### src/rtl/core/dasub_pkg.sv
// Shared types and constants for the decimal add/subtract block.
// No dependencies.
package dasub_pkg;

    localparam int MANT_W  = 96;
    localparam int SCALE_W = 5;
    localparam int WORD_W  = 32;
    localparam int REM_W   = 4;

    // floor(x / 10) == (x * DIV10_MUL) >> DIV10_SHIFT for every x below 2^38
    localparam int DIV10_SHIFT = 39;
    localparam logic [35:0] DIV10_MUL = 36'd54975581389;

    localparam logic [1:0] STATUS_OK        = 2'd0;
    localparam logic [1:0] STATUS_TOO_LARGE = 2'd1;
    localparam logic [1:0] STATUS_TOO_SMALL = 2'd2;

    // Classified operation: x is the operand to be scaled up by cnt decades.
    typedef struct packed {
        logic [MANT_W-1:0]  x_mant;
        logic [MANT_W-1:0]  y_mant;
        logic               x_neg;
        logic               y_neg;
        logic [SCALE_W-1:0] cnt;
        logic [SCALE_W-1:0] scale;
    } op_t;

    typedef enum logic [2:0] {
        ST_IDLE,
        ST_ALIGN,
        ST_COMBINE,
        ST_CHECK,
        ST_DIV,
        ST_ROUND,
        ST_DONE
    } back_state_t;

endpackage

### src/rtl/core/dasub_front.sv
// Front end: accepts requests, applies the subtract sign flip and picks
// the operand to align. Depends on dasub_pkg.
module dasub_front
(
    input  logic                            req_type,
    input  logic [63:0]                     a_low,
    input  logic [31:0]                     a_high,
    input  logic [dasub_pkg::SCALE_W-1:0]   a_scale,
    input  logic                            a_negative,
    input  logic [63:0]                     b_low,
    input  logic [31:0]                     b_high,
    input  logic [dasub_pkg::SCALE_W-1:0]   b_scale,
    input  logic                            b_negative,
    output dasub_pkg::op_t                  op
);

    logic b_neg_eff;
    logic a_smaller;

    assign b_neg_eff = b_negative ^ req_type;
    assign a_smaller = (a_scale < b_scale);

    always_comb
    begin
        if (a_smaller)
        begin
            op.x_mant = {a_high, a_low};
            op.x_neg  = a_negative;
            op.y_mant = {b_high, b_low};
            op.y_neg  = b_neg_eff;
            op.cnt    = b_scale - a_scale;
            op.scale  = b_scale;
        end
        else
        begin
            op.x_mant = {b_high, b_low};
            op.x_neg  = b_neg_eff;
            op.y_mant = {a_high, a_low};
            op.y_neg  = a_negative;
            op.cnt    = a_scale - b_scale;
            op.scale  = a_scale;
        end
    end

endmodule

### config.mk
export PLATFORM = sky130hd
export DESIGN_NAME = dasub_front
export DESIGN_NICKNAME = d
export VERILOG_FILES = /design/src/rtl/core/dasub_pkg.sv /design/src/rtl/core/dasub_front.sv
export SDC_FILE = /design/constraint.sdc
export NUM_CORES = 1
export LEC_CHECK = 0
export BUFFER_PORTS_ARGS = -buffer_cell sky130_fd_sc_hd__buf_2
export CAP_MARGIN = 20
export CORE_AREA = 2 2 160 162
export DETAILED_ROUTE_END_ITERATION = 10
export DIE_AREA = 0 0 162 164
export GPL_ROUTABILITY_DRIVEN = 1
export GPL_TIMING_DRIVEN = 0
export PLACE_DENSITY_LB_ADDON = 0.25
export SLEW_MARGIN = 30
export SYNTH_ARGS = -nofsm -noshare
export SYNTH_HDL_FRONTEND = slang
export SYNTH_SLANG_ARGS = --single-unit
### constraint.sdc
create_clock -name vclk -period 2.9
set_input_delay 0.29 -clock vclk [all_inputs]
set_output_delay 0.29 -clock vclk [all_outputs]
set_load 0.03 [all_outputs]
==> parameters.txt <==
Parameter                              Value

Status
  Result of the run ... finished, final reports clean

Detailed routing
  Number of iterations in the first detailed-routing pass ... 4
  DR vias ... a little under 4000
  Post-detailed-route count of antenna-violating nets ... 0
  Remaining routing DRC violations ... 0
  Iter 0 DRT Violations ... 84
  Detailed-route wire length per cell ... around 15 µm
  Detailed-route wire length ... 15000 µm
  Average via count per standard cell ... 3.80

Logic synthesis
  Synth Cell Area ... 3120 µm²
  Dominant cell by count in the synthesized netlist ... mux2_2
  Net count after synthesis ... 505
  Share of the synthesized area in the top cell type ... 38.2%
  Most instantiated cells after synthesis ... mux2_2 (106), mux2_4 (64), mux2_1 (26)
  Largest cells by area after synthesis ... mux2_2 (38%), mux2_4 (31%), mux2_1 (9.4%)
  Yosys synthesis warning count ... 0
  Post-synthesis cell type with the largest combined area ... mux2_2
  Post-Syn Instances ... 289
  Mean cell area of the mapped netlist ... roughly 11 µm²
  Post-synthesis cell type count ... 35
  Fraction of the yosys area taken by sequential cells ... 0%

Final layout
  Area Growth Syn to Fin ... 83.5%
  Number of antenna cells inserted ... 0
  Number of nets in the layout ... about 920
  Share of final-layout standard cells stronger than drive strength 1 ... 87.5%
  Clkbuf count ... 0
  Count of filler cells inserted in the layout ... approximately 2800
  Flip-flop and latch area ... 0 µm²
  Number of flip-flops and latches ... 0

Timing
  Part of the cycle the worst path needs ... between 90% and 100%
  Setup violation total in the final timing report ... 0
  Headroom to the max-slew limit ... 81.6%
  Fin. Hold Viols ... 0
  Actual transition at the worst max-transition pin ... 277 ps
  Final setup slack of the worst path ... 140 ps
  RSZ-0062 raised after global routing ... yes
  Number of max-slew violations in the final report ... 0
  Setup_tns ... 0 ps
  Hold_ws ... 955 ps
  Peak clock frequency supported by timing ... 362 MHz
  Shortest clock period the worst path allows after layout ... 2760 ps

Critical path
  Critical-path cell list ... buf_2 > inv_1 > ha_1 > nor2b_2 > o2111ai_4 > and2_1 > buf_4 > buf_12 > buf_8 > mux2_4 > buf_2
  Setup crit end kind ... output pin
  Cell occurring most often along the worst timing path ... buf_2
  Critical path's largest stage delay ... 330 ps
  Highest net fanout along the worst path ... 10
  Data required time at the worst endpoint ... 2610 ps
  Crit path arrival time ... around 2500 ps
  Element type at the critical path start ... primary input
  WS Path Type ... in -> out
  CP max stage cell ... ha_1

Die
  Floorplan die area ... between 20000 and 30000 µm²
  Vert. Die Dim ... between 150 and 200 µm
  Die width ... 162 µm
  Top-Level Pins ... a little over 400
  Initial standard-cell utilization of the core ... 12.6%
  Standard-cell row count ... 58
  Core area ... ~25000 µm²

Clock tree
  Hold-fix buffers, CTS ... 0

Global routing
  Via count of the first global-routing pass ... 3787
  Global-route congestion overflow total ... 0
  Antenna violations before repair ... 0
  Global-route wire length before repair ... about 21000 µm
  Pin count of the biggest net entering global routing ... 11
  GRT Overall Usage ... 9.72%

Worst hold path
  Class of the worst hold path ... in -> out

Placement
  Quantity of I/O buffers inserted on ports ... 409
  Hpwl dp ... approximately 13000 µm
  DP Worst Slack ... -176 ps
  RePlAce Congestion ... 0.809

Power
  Ratio of total power to cell area ... 363 nW/µm²
  Total power ... 2080 µW
  Worst ir drop on vdd ... 128 µV
  Static Leakage ... about 0.003 µW

Run
  Maximum Capacitance Violations ... 0
timing repair:
item | 4_1_cts | 5_1_grt
setup buffers | 4 | 1
setup endpoints to repair | 91 | 96
pin swaps | 2 | 0
gates cloned | 0 | 1
gates resized for setup | 3 | 19
power by group:
part	internal, µW	total, µW	switching (µW)
clock	0	0	0
sequential	0	0	0
combinational	837	2080	1250
path summary, 6_finish.rpt:
path                       start      end  depth (start not counted)  slack [ps]
worst max-delay path  a_scale[1]  op[192]                         11         140
worst min-delay path   b_low[29]  op[137]                          3         960
placed cells by master, fill, tap and decap left out, drive strengths merged, types with 3 or more instances in the layout:
| cell | instances |
|---|---|
| inv | 11 |
| nand2b | 3 |
| clkbuf | 6 |
| a21oi | 6 |
| nand2 | 4 |
| nand3 | 5 |
| o21ai | 6 |
| buf | 434 |
| ha | 9 |
| mux2 | 196 |
| nor2 | 3 |
cell type report:
cell class	instances	area, µm²	share of cell area (%)
timing repair buffer	415	2120	37.1
multi-input combinational	253	2920	50.9
buffer	25	236	4.12
inverter	11	41.3	0.720
tap	330	413	7.20
worst max-delay path: cells and delay by family:
family	cells	cell delay, ps
buffers and inverters	6	890
AO/OA/AOI/OAI	1	280
adder cells (fa/ha/maj)	1	330
AND/OR/NAND/NOR	2	360
multiplexers	1	320
per-layer routing:
metal | up-vias | global-route usage (%) | part of all wire [%]
li1 | 1925 | - | -
met4 | 0 | 0 | 0
met2 | 178 | 18.9 | 52
met1 | 1828 | 12.2 | 42
met5 | - | 0 | 0
met3 | 0 | 0.985 | 5.9
logic make-up (layout without fill, tap and decap cells):
group           Yosys count  in the layout  synth area share, %
compound gates           22             22                 5.05
fa+ha+maj                11             11                 4.89
xor+xnor                  2              2                0.561
simple gates             21             21                 3.56
mux                     197            197                 78.7
buf+inv                  36            451                 7.29
through the flow:
step           area [µm²]  instances  util [%]
2_1_floorplan        3120        289         -
3_3_place_gp         5580       1028      22.5
3_5_place_dp         5580       1028      22.5
4_1_cts              5650       1032      22.8
5_1_grt              5730       1034      23.1
6_report             5730       1034      23.1
Power figures use the tool's default switching activity.
