## src/rtl/core/dasub_pkg.sv

```systemverilog
// Shared types and constants for the decimal add/subtract block.
// No dependencies.
package dasub_pkg;

    localparam int MANT_W  = 96;
    localparam int SCALE_W = 5;
    localparam int WORD_W  = 32;
    localparam int REM_W   = 4;

    // floor(x / 10) == (x * DIV10_MUL) >> DIV10_SHIFT for every x below 2^38
    localparam int DIV10_SHIFT = 39;
    localparam logic [35:0] DIV10_MUL = 36'd54975581389;

    localparam logic [1:0] STATUS_OK        = 2'd0;
    localparam logic [1:0] STATUS_TOO_LARGE = 2'd1;
    localparam logic [1:0] STATUS_TOO_SMALL = 2'd2;

    // Classified operation: x is the operand to be scaled up by cnt decades.
    typedef struct packed {
        logic [MANT_W-1:0]  x_mant;
        logic [MANT_W-1:0]  y_mant;
        logic               x_neg;
        logic               y_neg;
        logic [SCALE_W-1:0] cnt;
        logic [SCALE_W-1:0] scale;
    } op_t;

    typedef enum logic [2:0] {
        ST_IDLE,
        ST_ALIGN,
        ST_COMBINE,
        ST_CHECK,
        ST_DIV,
        ST_ROUND,
        ST_DONE
    } back_state_t;

endpackage

```

## src/rtl/core/dasub_queue.sv

```systemverilog
// Two-entry queue between front end and back end.
// Depends on dasub_pkg.
module dasub_queue
(
    input  logic            clk,
    input  logic            rst_n,
    input  logic            push_valid,
    output logic            push_ready,
    input  dasub_pkg::op_t  push_op,
    output logic            pop_valid,
    input  logic            pop_ready,
    output dasub_pkg::op_t  pop_op
);

    dasub_pkg::op_t entry_reg [2];
    logic       wr_ptr_reg, wr_ptr_next;
    logic       rd_ptr_reg, rd_ptr_next;
    logic [1:0] count_reg, count_next;
    logic       do_push, do_pop;

    assign push_ready = (count_reg != 2'd2);
    assign pop_valid  = (count_reg != 2'd0);
    assign pop_op     = entry_reg[rd_ptr_reg];
    assign do_push    = push_valid && push_ready;
    assign do_pop     = pop_valid && pop_ready;

    always_comb
    begin
        wr_ptr_next = wr_ptr_reg ^ do_push;
        rd_ptr_next = rd_ptr_reg ^ do_pop;
        count_next  = count_reg + {1'b0, do_push} - {1'b0, do_pop};
    end

    always_ff @(posedge clk or negedge rst_n)
    begin
        if (!rst_n)
        begin
            wr_ptr_reg <= 1'b0;
            rd_ptr_reg <= 1'b0;
            count_reg  <= 2'd0;
        end
        else
        begin
            wr_ptr_reg <= wr_ptr_next;
            rd_ptr_reg <= rd_ptr_next;
            count_reg  <= count_next;
        end
    end

    always_ff @(posedge clk)
    begin
        if (do_push)
        begin
            entry_reg[wr_ptr_reg] <= push_op;
        end
    end

endmodule

```

## config.mk

```make
export PLATFORM = sky130hd
export DESIGN_NAME = dasub_queue
export DESIGN_NICKNAME = d
export VERILOG_FILES = /design/src/rtl/core/dasub_pkg.sv /design/src/rtl/core/dasub_queue.sv
export SDC_FILE = /design/constraint.sdc
export NUM_CORES = 1
export LEC_CHECK = 0
export BUFFER_PORTS_ARGS = -buffer_cell sky130_fd_sc_hd__buf_2
export CAP_MARGIN = 20
export CORE_ASPECT_RATIO = 1.1
export CORE_MARGIN = 2
export CORE_UTILIZATION = 25
export DETAILED_ROUTE_END_ITERATION = 6
export GPL_TIMING_DRIVEN = 0
export SYNTH_ARGS = -nofsm -noshare
export SYNTH_HDL_FRONTEND = slang
export SYNTH_SLANG_ARGS = --single-unit
```

## constraint.sdc

```tcl
create_clock -name clk -period 7.8 [get_ports clk]
set_input_delay 1.56 -clock clk [delete_from_list [all_inputs] [get_ports clk]]
set_output_delay 1.56 -clock clk [all_outputs]
set_load 0.05 [all_outputs]
```

==> flow_summary.toml, run 1 <==
[floorplanning]
start_util_pct = 25.4
die_y_um = 266
die_area_um2 = 64300
core_um2 = 61300
die_x_um = 242
rows = 95
pin_count = 414

[synth]
synth_area_leaders = "edfxtp_1 (79%), mux2_4 (14%), mux2_2 (3.9%), buf_6 (1.3%), dfrtp_1 (0.64%)"
yosysTopAreaCell = "edfxtp_1"
ys_seq_area_share_pct = 79.3
syn_nets = 868
syn_area_um2 = 15600
ys_types = 21
yosysTopAreaCellShare_pct = 78.7
synth-seq-cells = 412
syn_inst = 658
syn_avg_cell_area_um2 = 23.7
ys_warn_count = 0

[worst_hold_path]
hold_path_class = "reg -> reg"

[placed_design]
port_buffers = 413
dp_hpwl_um = 23900
dp_slack_ns = 4.26
gp_congestion = 0.729
dpl.cell_count = 1902

[finish]
layout_common_cells = "buf_2 (418), edfxtp_1 (408), mux2_4 (150)"
instances_no_fill = 1993
largest_reg_flops = 408
fin_util_pct = 33.3
syn_to_final_growth_pct = 31.2
final_common_cell = "buf_2"
nets = 1336
drive_gt1_share_pct = 61.9

[sta]
max_slew_margin_pct = 47.8
period_needed_ns = 3.63
fin_skew_ns = 0.0169
setup_viol = 0
rsz0062_at_grt = "false"
fmax_mhz = 275
fin_crit_sh_pct = 46.5
fin_hold_ws_ns = 0.626
tightestPinTransition_ns = 0.783
report.final.slew_viol_count = 0
hold_viol = 0
setup_ws_ns = 4.17

[critical_path]
crit_path_end = "pop_op[99]"
crit_fanout = 10
rr_endpoint = "entry_reg[1][142]$_DFFE_PP_"
r2r-start = "count_reg[0]$_DFF_PN0_"
cp.arrival_ns = 2.07
startpoint = "rd_ptr_reg$_DFF_PN0_"
worst-setup-path-type = "reg -> out"
reg2reg_slack_ns = 5.42
critPathLaunchType = "register"
endpoint_kind = "output pin"
crit_required_ns = 6.24
rr_worst_depth = 4

[clock_network]
insertion_delay_ns = 0.56
cts_tree = "built"
ctsHoldBuffers = 0
path_clk_slew_ns = 0.06
cts.sinks = 412
cts_root_buffer = "clkbuf_16"
post_cts.repair.setup_buffers = 0
cts_htree_levels = 2
clk_path_buf_depth = 3
cts_resized = 0
numCtsBuffers = 46

[global_routing]
grt_antenna_before_repair = 6
grt_overflow = 0
grt_max_degree = 61
grt_pass1_wl_um = 50900
gr-usage-all-layers_pct = 10.3
grt_pass1_vias = 8444

[detailed_routing]
vias_per_cell = 3.91
drtIter0Drc = 277
routed_wl_um = 34400
wl_per_cell_um = 17.2
postRouteAntennaNets = 0
drc_errors = 0
drt_pass1_iterations = 4
via_count = 7783

[power]
power_mw = 9.31
power.density_nw_per_um2 = 456
p_leak_nw = 7.92
irDropWorstVdd_mv = 0.276

[run_status]
status = "finished, final reports clean"

[job]
max_cap_viol_count = 0
## stage by stage
| stage | setup TNS (ns) | cell area [um^2] |
|---|---|---|
| after detailed placement | 0 | 18900 |
| after global placement | -942.65 | 18700 |
| after floorplan | 0 | 15600 |
| final | 0 | 20400 |
| after global routing | 0 | 20400 |
| after CTS | 0 | 20400 |
## worst min-delay path by stage
stage / startpoint / end / slack, ns / cells past startpoint
after floorplan: count_reg[0]$_DFF_PN0_ / count_reg[0]$_DFF_PN0_ / 0.57 / 1
after global routing: count_reg[0]$_DFF_PN0_ / count_reg[0]$_DFF_PN0_ / 0.67 / 1
after global placement: count_reg[0]$_DFF_PN0_ / count_reg[0]$_DFF_PN0_ / 0.58 / 1
after CTS: count_reg[0]$_DFF_PN0_ / count_reg[0]$_DFF_PN0_ / 0.63 / 1
after detailed placement: count_reg[0]$_DFF_PN0_ / count_reg[0]$_DFF_PN0_ / 0.62 / 1
final: count_reg[0]$_DFF_PN0_ / count_reg[0]$_DFF_PN0_ / 0.63 / 1
## cell families after synthesis
kind of cell,share of synthesized area (%)
and+or+nand+nor,0.305
adders and majority gates,0.161
muxes,18.4
AOI/OAI and AO/OA,0.201
xor gates and xnor gates,0.113
buffers and inverters,1.51
DFF,79.3
## layer usage
layer / track usage [%] / routed length [um]
met3: 3.31 / 2250
met4: 4.50 / 1050
met1: 11.2 / 13000
met2: 18.4 / 18100
met5: 0 / 13
## worst max-delay path: stages (launching register included)
cell	delay, ns
dfrtp_1	0.34
buf_6	0.14
buf_6	0.23
buf_6	0.23
mux2_4	0.31
buf_2	0.22
## where the power goes
group          internal (mW)  switching [mW]  leakage (nW)
Combinational           1.24            2.76          3.33
Clock                   1.31           0.859         0.741
Sequential              3.02           0.109          3.84
Total                   5.57            3.73          7.92
## cells in the mapped netlist (all sizes together)
| library cell | instances |
|---|---|
| o21ai | 1 |
| a21bo | 1 |
| nor2 | 2 |
| a32oi | 1 |
| and3 | 1 |
| nand2b | 1 |
| nor2b | 1 |
| a211oi | 1 |
| or2 | 1 |
| and2 | 1 |
| edfxtp | 408 |
| nand2 | 1 |
| xnor2 | 2 |
| mux2 | 204 |
| ha | 2 |
| nand3 | 1 |
| inv | 2 |
| buf | 23 |
| dfrtp | 4 |
## layout make-up
class	count	area, um^2
Inverter	2	7.51
Sequential cell	412	12400
Fill cell	5957	40900
Timing Repair Buffer	420	2250
Tap cell	824	1030
Antenna cell	5	12.5
Clock inverter	29	282
Multi-Input combinational cell	221	3000
Clock buffer	57	1260
Buffer	23	228
Note: power is estimated with default switching activity, not from simulation.
==> inputs of run 2 (changes only) <==
Settings changed: ABC_AREA from default to 1.
Clock period 7.8 ns to 3.5 ns, I/O delays scaled along.
==> run 2 against run 1 <==
Non-clock buffer count increased by 27; sequential share of layout area grew 1.7 points; setup slack worse by 3.5 ns; first-iteration DRC count grew 29%; critical endpoint is now pop_op[72]; largest cell class unchanged.
==> flow_summary.toml, run 2 <==
[critical_path]
critPathLaunchType = "register"
worst-setup-path-type = "reg -> out"
path_cells = "buf_6 > buf_4 > buf_2 > nand2_1 > nand2_1 > buf_2"
endpoint_kind = "output pin"
slowest_delay_ns = 0.37
reg2reg_slack_ns = 1.15
slowest_stage = "buf_2"
rr_worst_depth = 6
rr_endpoint = "entry_reg[0][85]$_DFFE_PP_"
crit_fanout = 10
r2r-start = "count_reg[1]$_DFF_PN0_"
crit_required_ns = 2.80
cp.arrival_ns = 2.12

[synth]
yosysMostFrequentCell = "nand2_1"
synth_area_leaders = "edfxtp_1 (81%), nand2_1 (15%), buf_6 (1.3%), dfrtp_1 (0.66%), buf_2 (0.63%)"
ys_seq_area_share_pct = 81.6
synthTopCellsByCount = "nand2_1 (622), edfxtp_1 (408), buf_2 (19)"
yosysTopAreaCell = "edfxtp_1"
ys.flop_type = "edfxtp_1"
ys_warn_count = 0
syn_inst = 1097
yosysTopAreaCellShare_pct = 80.9
ys_types = 13
syn_avg_cell_area_um2 = 13.8
syn_nets = 1307
synth-seq-cells = 412
syn_area_um2 = 15100
synth_edf_count = 408
postSynth.asyncResetShare_pct = 0.971

[detailed_routing]
vias_per_cell = 4.04
via_count = 9586
drtIter0Drc = 358
drc_errors = 0
postRouteAntennaNets = 0
drt_pass1_iterations = 4
wl_per_cell_um = 16.0
routed_wl_um = 37900

[clock_network]
cts_root_buffer = "clkbuf_16"
numCtsBuffers = 44
cts_htree_levels = 2
cts_resized = 0
clk_path_buf_depth = 3
cts_tree = "built"
insertion_delay_ns = 0.54
post_cts.repair.setup_buffers = 0
cts.sinks = 412
path_clk_slew_ns = 0.06
ctsHoldBuffers = 1

[power]
power_mw = 21.2
irDropWorstVdd_mv = 0.650
power.density_nw_per_um2 = 1070
p_leak_nw = 8.42

[floorplanning]
rows = 94
die_x_um = 239
core_um2 = 59900
pin_count = 414
die_y_um = 262
die_area_um2 = 62500
start_util_pct = 25.3

[placed_design]
dpl.cell_count = 2289
dp_slack_ns = 0.856
port_buffers = 413
dp_hpwl_um = 27300
gp_congestion = 0.761

[worst_hold_path]
holdPathEnd = "entry_reg[0][183]$_DFFE_PP_"
hold_path_class = "in -> reg"
hp-start = "push_op[183]"
hold_depth = 1

[sta]
tightestPinTransition_ns = 0.719
report.final.slew_viol_count = 0
fmax_mhz = 354
hold_viol = 0
fin_crit_sh_pct = 80.7
setup_viol = 0
period_needed_ns = 2.82
rsz0062_at_grt = "false"
max_slew_margin_pct = 51.9
setup_ws_ns = 0.675
fin_tns_setup_ns = 0
fin_skew_ns = 0.0156

[finish]
final_common_cell = "nand2_1"
layout_common_cells = "nand2_1 (620), buf_2 (432), edfxtp_1 (408)"
largest_reg_flops = 408
fin_util_pct = 33.2
syn_to_final_growth_pct = 31.2
nets = 1778
drive_gt1_share_pct = 33.3
fill_cells = 5909
instances_no_fill = 2370

[global_routing]
gr-usage-all-layers_pct = 11.7
grt_pass1_wl_um = 56000
grt_pass1_vias = 9892
grt_overflow = 0
grt_antenna_before_repair = 8
grt_max_degree = 65

[run_status]
status = "finished, final reports clean"

[job]
max_cap_viol_count = 0
[run 2: kinds of logic after synthesis]
| family | count (synthesis) | share of synthesized area [%] |
|---|---|---|
| compound gates | 1 | 0.0330 |
| flops | 412 | 81.6 |
| fa+ha+maj | 2 | 0.165 |
| simple gates | 626 | 15.5 |
| buf+inv | 55 | 2.63 |
| xor+xnor | 1 | 0.0579 |
[run 2: critical path, delay by kind of cell (launching register included)]
family                 cells  cell delay, ns
buffers and inverters      4            1.02
AND/OR/NAND/NOR            2            0.20
flip-flops                 1            0.34
[run 2: through the flow]
step	cell area [um^2]	hold slack, ns
finish	19900	0.339
global route	19900	0.295
CTS	19900	0.289
global placement	18200	0.508
floorplan	15200	0.404
detailed placement	18500	0.515
[run 2: worst max-delay path by stage]
stage / start / to / depth (start not counted)
floorplan: push_valid / entry_reg[1][0]$_DFFE_PP_ / 2
global placement: push_valid / entry_reg[1][87]$_DFFE_PP_ / 3
detailed placement: push_valid / entry_reg[0][95]$_DFFE_PP_ / 6
CTS: rd_ptr_reg$_DFF_PN0_ / pop_op[80] / 6
global route: rd_ptr_reg$_DFF_PN0_ / pop_op[79] / 6
finish: rd_ptr_reg$_DFF_PN0_ / pop_op[72] / 6
[run 2: where the power goes]
part / internal, mW / switching, mW
combinational: 2.04 / 7.70
clock: 2.64 / 1.80
sequential: 6.73 / 0.239
total: 11.4 / 9.75
[run 2: cell type report]
type | instances | area (um^2) | share of cell area [%]
Antenna cell | 3 | 7.51 | 0.0378
Clock buffer | 55 | 1160 | 5.86
Multi-Input combinational cell | 630 | 2430 | 12.3
Timing Repair Buffer | 425 | 2340 | 11.8
Buffer | 45 | 358 | 1.80
Tap cell | 768 | 961 | 4.84
Inverter | 10 | 40.0 | 0.202
Sequential cell | 412 | 12400 | 62.2
Clock inverter | 22 | 205 | 1.03
[run 2: metal layers]
metal	global-route usage [%]	wire, um
met2	20.6	19000
met1	12.8	14300
met4	4.01	1010
met5	0	75
met3	4.62	3530
==> inputs of run 3 (changes only) <==
Clock period 3.5 ns to 2.9 ns, I/O delays scaled along.
==> run 3 against run 2 <==
Via count down 0.40%; clock power is 21% higher; worst hold slack worse by 0.14 ns; total power rose by 21%; critical path depth is 1 higher; highest routed layer unchanged; first-iteration DRC count rose by 4.7%; sequential power increased by 21%; utilization down 0.086 points; routed wire length grew 1.2%; sequential share of layout area grew 0.16 points.
==> flow_summary.toml, run 3 (synthesis results as in run 2) <==
[run_status]
status = "finished, final reports clean"

[sta]
max_slew_margin_pct = 50.2
report.final.slew_viol_count = 0
hold_viol = 0
tightestPinTransition_ns = 0.746
fin_hold_ws_ns = 0.199
setup_viol = 0
rsz0062_at_grt = "false"
fmax_mhz = 370
fin_skew_ns = 0.0217
period_needed_ns = 2.70
fin_crit_sh_pct = 93.2

[clock_network]
path_clk_slew_ns = 0.06
post_cts.repair.setup_buffers = 0
cts_htree_levels = 2
cts_tree = "built"
insertion_delay_ns = 0.56
cts.sinks = 412
clk_path_buf_depth = 3
cts_root_buffer = "clkbuf_16"
numCtsBuffers = 43

[detailed_routing]
via_count = 9548
wl_per_cell_um = 16.2
drc_errors = 0
drt_pass1_iterations = 4
vias_per_cell = 4.04
postRouteAntennaNets = 0
drtIter0Drc = 375
routed_wl_um = 38400

[global_routing]
grt_overflow = 0
grt_pass1_vias = 9763
grt_max_degree = 61
grt_pass1_wl_um = 56300
grtUsageMet3_pct = 5.24
grt.met2_usage_pct = 20.4
grt_antenna_before_repair = 9
gr-usage-all-layers_pct = 11.8
grt.busiest_layer = "met2"
use_met1_pct = 13.3

[worst_hold_path]
hold_path_class = "in -> reg"
holdPathEnd = "entry_reg[1][2]$_DFFE_PP_"
hold_depth = 1
hp-start = "push_op[2]"

[floorplanning]
rows = 94
die_area_um2 = 62500
die_y_um = 262
pin_count = 414
die_x_um = 239
start_util_pct = 25.3
core_um2 = 59900

[finish]
syn_to_final_growth_pct = 30.9
final_common_cell = "nand2_1"
fin_util_pct = 33.1
drive_gt1_share_pct = 33.5
largest_reg_flops = 408
layout_common_cells = "nand2_1 (620), buf_2 (431), edfxtp_1 (408)"
nets = 1776

[critical_path]
critPathLaunchType = "register"
rr_worst_depth = 6
worst-setup-path-type = "reg -> out"
r2r-start = "count_reg[1]$_DFF_PN0_"
crit_fanout = 10
reg2reg_slack_ns = 0.65
rr_endpoint = "entry_reg[1][86]$_DFFE_PP_"
crit_required_ns = 2.32
endpoint_kind = "output pin"
cp.arrival_ns = 2.12

[placed_design]
gp_congestion = 0.745
dp_hpwl_um = 27200
port_buffers = 413

[job]
max_cap_viol_count = 0

[power]
power_mw = 25.5
irDropWorstVdd_mv = 0.874
p_leak_nw = 8.40
power.density_nw_per_um2 = 1290
-- run 3: final cells by class --
type                    count  area, um^2
repair buffers            424        2310
plain buffers              45         362
clock inverters            23         253
diodes                      3        7.51
inverters                  10        40.0
well taps                 768         961
flip-flops and latches    412       12400
multi-input cells         630        2420
fillers                  5929       40100
clock buffers              50        1100
-- run 3: timing repair --
item | CTS | global route
endpoints found under the hold margin | 4 | 0
gates cloned | 0 | 0
setup endpoints to repair | 1 | 1
hold buffers | 1 | 0
gates resized for setup | 1 | 1
-- run 3: per-stage QoR --
stage	setup slack [ns]	TNS, ns	std cells	area, um^2
6_report	0.197	0	2365	19800
5_1_grt	0.0366	0	2364	19800
4_1_cts	0.0276	0	2362	19800
3_5_place_dp	0.536	0	2288	18400
3_3_place_gp	-3.19	-1178.46	2278	18200
2_1_floorplan	-1.22	-437.83	1097	15200
-- run 3: worst max-delay path: stages (launching register included) --
cell and delay [ns]:
dfrtp_1 0.37, buf_6 0.15, inv_4 0.13, buf_8 0.21, buf_6 0.17, nand2_1 0.06, nand2_1 0.20, buf_4 0.25
-- run 3: layer usage --
metal / wire, um / part of all wire [%] / up-vias
li1: - / - / 4652
met2: 18600 / 48 / 307
met3: 3910 / 10 / 63
met5: 76 / 0.20 / -
met4: 821 / 2.1 / 12
met1: 15000 / 39 / 4514
-- run 3: worst max path at each step --
stage / from / to / slack, ns / depth (start not counted)
finish: rd_ptr_reg$_DFF_PN0_ / pop_op[145] / 0.20 / 7
global route: rd_ptr_reg$_DFF_PN0_ / pop_op[145] / 0.04 / 7
CTS: rd_ptr_reg$_DFF_PN0_ / pop_op[145] / 0.03 / 7
detailed placement: push_valid / entry_reg[1][86]$_DFFE_PP_ / 0.54 / 6
global placement: push_valid / entry_reg[1][86]$_DFFE_PP_ / -3.19 / 3
floorplan: count_reg[1]$_DFF_PN0_ / entry_reg[1][0]$_DFFE_PP_ / -1.22 / 3
-- run 3: power breakdown --
part / switching, mW / internal (mW)
Clock: 2.22 / 3.16
Sequential: 0.289 / 8.12
Combinational: 9.29 / 2.45
Total: 11.8 / 13.7
